$ cat config.mk
export PLATFORM = sky130hd
export DESIGN_NAME = fdm_mul_unit
export DESIGN_NICKNAME = d
export VERILOG_FILES = /design/src/hdl/fdm_pkg.sv /design/src/hdl/fdm_mul_unit.sv
export SDC_FILE = /design/constraint.sdc
export NUM_CORES = 1
export LEC_CHECK = 0
export BUFFER_PORTS_ARGS = -buffer_cell sky130_fd_sc_hd__buf_4
export CAP_MARGIN = 20
export CELL_PAD_IN_SITES_DETAIL_PLACEMENT = 1
export CELL_PAD_IN_SITES_GLOBAL_PLACEMENT = 1
export CORE_MARGIN = 3
export CORE_UTILIZATION = 45
export DETAILED_ROUTE_END_ITERATION = 16
export GPL_TIMING_DRIVEN = 0
export PLACE_DENSITY_LB_ADDON = 0.1
export SETUP_SLACK_MARGIN = 0.4
export SYNTH_ARGS = -nofsm -noshare
export SYNTH_HDL_FRONTEND = slang
export SYNTH_SLANG_ARGS = --single-unit
$ cat constraint.sdc
create_clock -name clk_i -period 7.4 [get_ports clk_i]
set_clock_uncertainty 0.1 [all_clocks]
set_input_delay 1.11 -clock clk_i [delete_from_list [all_inputs] [get_ports clk_i]]
set_output_delay 1.11 -clock clk_i [all_outputs]
set_load 0.005 [all_outputs]
$ cat src/hdl/fdm_pkg.sv
// Package of shared types and constants for the feedback delay line with mix.
`timescale 1ns / 1ps
`default_nettype none

package fdm_pkg;

  // Shared multiplier operand and product widths.
  localparam int unsigned A_W = 26;
  localparam int unsigned B_W = 18;
  localparam int unsigned P_W = A_W + B_W;

  // Width of a numerator for the divide-by-255 step, and of its quotient.
  localparam int unsigned V_W = 25;
  localparam int unsigned Q_W = 18;

  // floor(2^24 / 255): reciprocal used for the divide-by-255 step.
  localparam int unsigned RECIP_SHIFT = 24;
  localparam logic [16:0] RECIP = 17'd65793;

  // Rounded division of a signed value n by 255 is floor((n + 127) / 255).
  // A bias of 255 * 2^16 keeps the numerator positive; 2^16 is taken off the quotient.
  localparam logic [V_W-1:0] RDIV_OFS = 25'd16711807;
  localparam int unsigned RDIV_BIAS = 65536;

  typedef enum logic [2:0] {
    CFG_TIME_KNOB     = 3'd0,
    CFG_FEEDBACK_KNOB = 3'd1,
    CFG_MIX_KNOB      = 3'd2,
    CFG_CLAMP_HIGH    = 3'd3,
    CFG_CLAMP_LOW     = 3'd4
  } cfg_idx_e;

  typedef enum logic [3:0] {
    ST_IDLE,
    ST_LEN_MUL,
    ST_LEN_DIV,
    ST_LEN_FIX,
    ST_FB_DIV,
    ST_FB_FIX,
    ST_RD,
    ST_TAP,
    ST_WET,
    ST_MIX_MUL,
    ST_MIX_DIV,
    ST_MIX_FIX
  } state_e;

  typedef struct packed {
    logic mul_en;
    logic num_load;
  } mul_ctrl_t;

endpackage

`default_nettype wire

$ cat src/hdl/fdm_mul_unit.sv
// Shared signed multiplier with the correction step of a divide by 255.
`timescale 1ns / 1ps
`default_nettype none

module fdm_mul_unit (
  input  wire logic                              clk_i,
  input  wire fdm_pkg::mul_ctrl_t                ctrl_i,
  input  wire logic signed [fdm_pkg::A_W-1:0]    a_i,
  input  wire logic signed [fdm_pkg::B_W-1:0]    b_i,
  input  wire logic        [fdm_pkg::V_W-1:0]    num_i,
  output logic signed      [fdm_pkg::P_W-1:0]    prod_o,
  output logic             [fdm_pkg::V_W-1:0]    num_o,
  output logic             [fdm_pkg::Q_W-1:0]    quot_o
);

  logic signed [fdm_pkg::P_W-1:0] prod_q;
  logic        [fdm_pkg::V_W-1:0] num_q;
  logic        [fdm_pkg::Q_W-1:0] q0;
  logic        [fdm_pkg::V_W:0]   q0x;
  logic        [fdm_pkg::V_W:0]   rem;

  always_ff @(posedge clk_i) begin
    if (ctrl_i.mul_en) begin
      prod_q <= a_i * b_i;
    end
    if (ctrl_i.num_load) begin
      num_q <= num_i;
    end
  end

  // The reciprocal is rounded down, so the estimate is at most one short.
  always_comb begin
    q0     = prod_q[fdm_pkg::RECIP_SHIFT +: fdm_pkg::Q_W];
    q0x    = (fdm_pkg::V_W + 1)'(q0);
    rem    = {1'b0, num_q} - ((q0x << 8) - q0x);
    quot_o = (rem >= (fdm_pkg::V_W + 1)'(255)) ? q0 + 1'b1 : q0;
  end

  assign prod_o = prod_q;
  assign num_o  = num_q;

endmodule

`default_nettype wire

### Word level (Yosys, flattened, before mapping)

Index checks and enable logic that the tools add are counted.

* add/subtract/negate cells: 3
* multiply operators: 1
* $lt $le $gt $ge: 1
* mux-type cells: 1

Operators by type and width (number)
* 26-bit by 18-bit multiplier with 44-bit output: 1
* 26-bit by 8-bit >= comparator with 1-bit output, second input constant: 1
* 25-bit by 26-bit subtractor with 26-bit output: 1
* 26-bit by 18-bit subtractor with 26-bit output: 1
* 18-bit by 1-bit adder with 18-bit output, second input constant: 1
* 18-bit 2-to-1 mux: 1

* bits in registers: 69
* output and inout port bits: 87

### Logic depth before layout (Yosys ltp)

Gate-level depths: netlist of the first run.

* word-level depth: 4
* depth in mapped cells: 26
* depth with buffers taken out: 24

### Worst setup path before layout of the first run

OpenSTA, ideal clock, no wires.

* kind: input port to flip-flop
* start point: input a_i[10] (netlist bit)
* end point: register prod_q (netlist bit prod_o[31]) (data pin)
* data arrival time: 7.199 ns
* data required time: 7.040 ns
* path slack: -0.159 ns
* cell stages on the path: 23
* path buffers: 2
* path through: clkbuf_1 clkbuf_1 nand2_1 fa_1 fa_1 fa_1 fa_1 inv_1 fa_1 inv_1 fa_1 inv_1 ha_1 and3_1 a221oi_1 nor2b_1 or3_1 o221ai_1 a211oi_1 a2111o_1 a21o_1 a221oi_2 xnor2_1

* longest elaborated chain between the ends: 1

RTL lines
* from (decl): line fdm_mul_unit.sv:8 `input wire logic signed [fdm_pkg::A_W-1:0] a_i,`
* 26-bit by 18-bit multiplier with 44-bit output: line fdm_mul_unit.sv:24 `prod_q <= a_i * b_i;`
* to (signal assigned): line fdm_mul_unit.sv:24
* to (decl): line fdm_mul_unit.sv:16 `logic signed [fdm_pkg::P_W-1:0] prod_q;`

Every way passes these cells.
A chain may end at the register's enable or synchronous reset.

### Worst setup path after layout of the first run

* start point: input b_i[6] (netlist bit)
* end point: register prod_q (netlist bit prod_o[42]) (data pin)

* longest elaborated chain between the ends: 1

RTL lines
* from (decl): line fdm_mul_unit.sv:9 `input wire logic signed [fdm_pkg::B_W-1:0] b_i,`
* 26-bit by 18-bit multiplier with 44-bit output: line fdm_mul_unit.sv:24

Every way passes these cells.

==> results of run 1 <==
[worst max-delay path by stage]
stage                     slack (ps)              endpoint  cells past startpoint
after global routing              -5  prod_o[31]$_DFFE_PP_                     26
after floorplan                  380  prod_o[31]$_DFFE_PP_                     23
final                             80  prod_o[42]$_DFFE_PP_                     24
after global placement         -1540  prod_o[43]$_DFFE_PP_                     22
after CTS                        150  prod_o[42]$_DFFE_PP_                     24
after detailed placement       -1640  prod_o[43]$_DFFE_PP_                     22
[state kept, by name, indices dropped and copies added, names as in the netlist]
signal,count
num_o,25
prod_o,44
[placed cells by master (no fill, tap or decap), drive strengths merged, types with 13 or more instances in the layout]
cell    instances
edfxtp         69
nand3          22
o21ai          23
fa            467
nor2           63
a21oi          49
a21o           29
clkbuf         67
ha            149
nand2         300
nand4          13
xnor2          53
nor3           14
and2          182
buf           224
xor2           21
inv           615
[cell families (layout without fill, tap and decap cells)]
family	count (synthesis)	after routing
muxes	3	3
other	0	2
buffers and inverters	699	913
AOI/OAI and AO/OA	173	173
DFF	69	69
adders and majority gates	616	616
xor gates and xnor gates	74	74
and+or+nand+nor	651	651
[routing by layer]
metal	vias to the layer above	GRT usage	wire, µm
met5	-	0	13
li1	7214	-	-
met1	8532	0.399	29900
met4	2	0.0834	2000
met2	589	0.474	33400
met3	104	0.0814	6630
[timing repair]
action                                  CTS  global route
gates cloned                              1             0
endpoints found under the setup margin   24            15
hold endpoints to repair                  0             0
pin swaps                                36            27
setup buffers                            28            23
resized for setup                       202            96
[metrics by stage]
stage                     std cells  hold slack (ps)  utilization
after floorplan                2285             1110            -
after global placement         3031             1190        0.505
after detailed placement       3031             1190        0.505
after CTS                      3076              805        0.536
after global routing           3099              815        0.545
final                          3101              825        0.545
[cell type report]
class | instances | area share
antenna | 2 | 0.000201
buffer | 83 | 0.0468
clock buffer | 10 | 0.00918
clock inverter | 6 | 0.00256
inverter | 616 | 0.0928
multi-input combinational | 1517 | 0.669
sequential | 69 | 0.0831
tap | 600 | 0.0301
timing repair buffer | 198 | 0.0665
==> flow_results.org, run 1 <==
** Logic synthesis
- In this run the mean area of a mapped cell was 9.19 µm².
- Area fraction of the dominant cell type after synthesis :: 0.445
- The synthesized netlist contains 69 unique library cells.
- Of the total synthesized cell area, the portion taken by full adders, half adders and majority gates is 0.534.
- Post-synth top flop :: edfxtp_1
- Of the total synthesized cell area, the portion taken by XOR and XNOR cells is 0.0309.
- Post-synth net total :: 2,973
- Flip-flop and latch count after synthesis :: 69
- Cells taking the most area after synthesis :: fa_1 45%, inv_1 11%, edfxtp_1 9.9%, ha_1 8.9%, and2_1 5.4%
- Main combinational cell family by area after synthesis :: adder cells
- In this run the cell area of the synthesized design comes to 0.0210 mm².
- Synth Area in Compound Gates :: 0.0566
- Synthesis produced 2,285 cells.
- The synthesized design contains 69 enable-type register cells.
- Yosys instantiated no cell more often than inv_1.
- Of the total synthesized cell area, the portion taken by AND, OR, NAND and NOR gates is 0.153.
- Count of yosys warnings during synthesis :: 0
- The portion of synthesized area spent on multiplexers is 0.00143.
- Of the synthesized area, sequential elements account for 0.0987.
- Of all flip-flops after synthesis, the portion carrying an async set or reset was 0.
- The commonest cells after synthesis are 616 x inv_1, 467 x fa_1, 291 x nand2_1.
- Leading area contributor after synthesis :: fa_1

** Finish
- Summing all non-filler instances in the final layout gives an area of 0.0249 mm².
- Layout Area Growth over Synthesis :: 18.8%
- Multi-input gate area :: 0.0167 mm²
- Register cell area after layout :: 0.00207 mm²
- In the final layout, the share of cells above drive strength 1 is 0.161.
- Number of nets in the layout :: 3,182
- Fill cells in the final layout number 5,187.

** Setup path
- Critical Path, Cell by Cell :: buf_6 -> clkbuf_16 -> and2_4 -> fa_1 -> inv_1 -> fa_1 -> fa_1 -> fa_1 -> inv_1 -> fa_1 -> inv_2 -> fa_2 -> inv_2 -> ha_4 -> a211oi_1 -> o21bai_1 -> a211o_1 -> and4_4 -> o21ai_4 -> a21oi_2 -> or3_4 -> a31oi_4 -> o21bai_1 -> xor2_1
- At the worst endpoint, the arrival time is 7310 ps.
- Start-to-end type of the worst setup path :: input port to flip-flop
- At the worst endpoint, the required time is 7390 ps.
- Crit-path max cell delay :: 640 ps
- Worst setup path startpoint :: b_i[6]
- Family with the most delay on the worst path :: adder cells
- Counting both buffers and inverters, the worst setup path holds a total of 6.
- Most frequent cell on the critical path :: fa_1
- STA classifies the critical path endpoint as a flip-flop.
- Worst-path fanout max :: 8
- Type of element launching the critical path :: input port
- Slowest cell on the critical path :: fa_2

** Worst hold path
- The path with the worst hold slack has its endpoint at num_o[18]$_DFFE_PP_.
- The worst hold path begins at num_i[18].
- Worst hold stages :: 1
- Hold/Removal Path Class :: input port to flip-flop

** Floorplanning
- Row generation in the floorplan step produced 78 rows.
- Core box area :: 0.0458 mm²
- The initial utilization of the core area, before any placement, comes to 0.459.
- Number of top-level pins :: 159
- DIE HEIGHT :: 222 µm
- From left edge to right edge, the die measures 222 µm.
- The die covers 0.0493 mm².

** Timing
- The count of final hold-check violations came to 0.
- Setup slack closes at 78.9 ps.
- Setup repair after global routing could not meet its margin everywhere.
- After routing, the total negative slack on setup checks comes to 0 ps.
- In this run the tightest slew margin relative to its limit is 0.542.
- Post-layout min period :: 7320 ps
- Post-route clock period utilization :: 0.989
- At the pin with the least slew margin, the transition time is 682 ps.
- Setup violations remaining at the end of the flow were counted as 0.
- Maximum clock frequency :: 0.137 GHz
- Count of pins over their slew limit :: 0

** Clocking
- Clock transition time at the flip-flop clock pins of the worst setup and hold paths :: 60 ps
- The number of hold buffers added after CTS was 0.
- TritonCTS buffer count :: 9
- The clock passes through at most 2 buffers.
- For this design, the sink count on the clock tree is 69.
- The H-tree was split into 3 levels.
- Clock root cell :: clkbuf_16
- TritonCTS built the clock tree.

** Placement
- Dpl ws :: -1640 ps
- Buffers placed on the I/O ports in this run total 146.
- After legalization and detailed placement, the total HPWL measured 59,000 µm.
- Final Wtd Congestion :: 0.960
- Post-Place Cell Area :: 0.0231 mm²

** Flow run
- Max_cap viols :: 0

** Routing
- Routed vias :: 16,400
- Number of detailed-routing iterations run before antenna repair :: 5
- Dividing the detail-routed wire length by the instance count gives 23.2 µm.
- Final ANT Viol Nets :: 0
- After detailed routing, the number of vias per cell comes to 5.30.
- Wire length reported by the detailed router :: 72,000 µm
- First-iteration detailed-routing DRC count :: 966
- Drc violations :: 0

** GRT
- Entering global routing, the biggest net connects 45 pins.
- Initial antenna violation count :: 5
- The number of global-route vias before repair is 18,500.
- Overall track demand over capacity in global routing :: 0.296
- The first global-routing pass estimated 110,000 µm of wire.
- Summed over all layers, the global routing overflow is 0.

** Status
- The flow ran to the end, and the final reports show no timing, DRC or antenna violations.
Power of run 1 is not shown: default switching activity piles up to over one toggle a cycle in this logic, so the estimate is an artifact.
==> inputs of run 2 (changes only) <==
CORE_MARGIN = 2   (was 3)
RECOVER_POWER = 25   (was default)
SLEW_MARGIN = 5   (was default)
==> flow_results.org, run 2 (synthesis results as in run 1) <==
** Status
- The flow ran to the end, but the final reports show violations.
- Failing checks :: capacitance limit, slew limit

** Timing
- Final count of hold timing violations :: 0
- Post-route clock period utilization :: 0.996
- Post-layout min period :: 7370 ps
- Based on the critical path, the design can be clocked at up to 0.136 GHz.
- Headroom to the max-slew limit came out at -0.773.
- Count of pins over their slew limit :: 45
- Setup violations remaining at the end of the flow were counted as 0.
- For the pin with the worst max-slew slack, the measured transition is 2660 ps.
- RSZ-0062 raised after global routing :: yes

** Setup path
- Crit-path max cell delay :: 690 ps
- Among the stages of the critical path, the cell type that occurs most often is fa_1.
- The worst setup path is captured at a flip-flop.
- Walking the worst path, the cells encountered are buf_6 -> clkbuf_16 -> nand2_1 -> fa_1 -> fa_1 -> fa_1 -> inv_1 -> fa_1 -> fa_1 -> inv_2 -> fa_2 -> inv_2 -> ha_4 -> buf_4 -> a221oi_4 -> nor2b_2 -> or3_4 -> o221ai_4 -> a211oi_2 -> a2111o_1 -> a21o_1 -> a221oi_2 -> xnor2_1.
- By startpoint and endpoint, the worst setup path is classified as input port to flip-flop.
- Type of element launching the critical path :: input port
- STA puts the critical path data required time at 7420 ps.
- For the worst setup path, the data arrival time is 7390 ps.
- The largest individual stage delay along the critical path comes from the cell fa_2.
- In this run the worst path has a maximum fanout of 8.

** Flow run
- Max-cap violations in this run came to 2.

** Clocking
- TritonCTS built the clock tree.
- Clock transition time at the flip-flop clock pins of the worst setup and hold paths :: 60 ps
- The clock passes through at most 2 buffers.
- CTS built an H-tree with a depth of 3.
- The clock drives 69 sinks.
- The cell sitting at the root of the clock tree is a clkbuf_16.
- Clock tree synthesis inserted a total of 9 buffers.
- After clock tree synthesis, the flow added hold-fix buffers numbering 0.

** Routing
- Avg WL per Cell :: 23.1 µm
- Final ANT Viol Nets :: 0
- The final layout contains routed wiring with a total length of 71,700 µm.
- The first detailed-routing pass took 5 iterations.
- Routed vias :: 16,500
- After detailed routing, the number of remaining DRC violations is 0.
- In the routed layout, each cell is associated on average with a via count of 5.33.
- In this run, the number of DRC markers left after iteration 0 of detailed routing was 995.

** GRT
- Initial antenna violation count :: 3
- The first global-routing pass estimated 111,000 µm of wire.
- Maximum number of pins on one net before global-route repair :: 45
- Overall track demand over capacity in global routing :: 0.310
- Number of global-route vias before repair :: 18,800
- GR Overflow Total :: 0

** Worst hold path
- Along the worst hold path, the cell count comes to 1.
- Hold/Removal Path Class :: input port to flip-flop
- Startpoint of the most critical hold path :: num_i[11]
- The path with the worst hold slack has its endpoint at num_o[11]$_DFFE_PP_.

** Floorplanning
- The die covers 0.0484 mm².
- Core box area :: 0.0463 mm²
- Placement Rows :: 79
- The die is 220 µm tall.
- The initial utilization of the core area, before any placement, comes to 0.454.
- X dimension of the die :: 220 µm
- In this run the count of I/O pins placed on the die edge is 159.

** Finish
- Max reg flops :: 44
- Layout Area Growth over Synthesis :: 18.2%
- After the last flow step, the layout net total stands at 3,175.
- In the layout the commonest cells are 607 x inv_1, 447 x fa_1, 290 x nand2_1.
- At the end of the flow the core is filled with cells to 0.536.
- In the final layout, the share of cells above drive strength 1 is 0.154.
- Leaving out fill and tap cells, the most frequent cell in the layout is inv_1.
- Counting the fill cells in the layout gives 5,297.

** Placement
- Total half-perimeter wirelength after legalization and detailed placement :: 59,300 µm
- Count of input and output buffers :: 146
- At the end of routability-driven placement, the weighted congestion stood at 0.999.
[run 2: final cells by class]
class	instances	area (µm²)	area share
multi-input cells	1517	16700	0.672
inverters	616	2320	0.0933
flip-flops and latches	69	2070	0.0835
repair buffers	191	1560	0.0628
plain buffers	83	1150	0.0462
well taps	607	759	0.0306
clock buffers	10	229	0.00923
clock inverters	6	63.8	0.00257
diodes	1	2.50	0.000101
[run 2: worst max path at each step]
stage	start	endpoint	slack, ps
after floorplan	a_i[11]	prod_o[31]$_DFFE_PP_	380
final	b_i[3]	prod_o[31]$_DFFE_PP_	30
after detailed placement	b_i[3]	prod_o[43]$_DFFE_PP_	-1800
after global routing	b_i[0]	prod_o[41]$_DFFE_PP_	-60
after CTS	a_i[12]	prod_o[42]$_DFFE_PP_	120
after global placement	b_i[3]	prod_o[43]$_DFFE_PP_	-1700
[run 2: critical path, delay by kind of cell]
kind,cells,cell delay [ps]
xor gates and xnor gates,1,100
AOI/OAI and AO/OA,6,1370
buffers and inverters,6,680
and+or+nand+nor,3,550
adders and majority gates,7,3570
[run 2: layer usage]
metal,global-route usage,wire (µm),up-vias
met5,0,0,-
met2,0.502,33400,531
met4,0.0975,2110,0
li1,-,-,7188
met3,0.0672,5670,115
met1,0.417,30500,8704
[run 2: per-stage QoR]
stage,cell area [µm²],hold WS [ps],setup TNS [ps],cells,worst slack [ps]
4_1_cts,24600,796,0,3084,125
6_report,24800,839,0,3100,29.7
3_5_place_dp,23100,1190,-22030,3038,-1800
5_1_grt,24800,833,-243,3100,-64.8
3_3_place_gp,23100,1190,-19460,3038,-1700
2_1_floorplan,21300,1110,0,2285,384
[run 2: timing repair]
item | in CTS | in global routing
resized for setup | 208 | 45
setup endpoints to repair | 26 | 15
buffers inserted | 28 | 15
pin swaps | 34 | 14
cloned | 2 | 0
Power of run 2 is left out for the same reason.
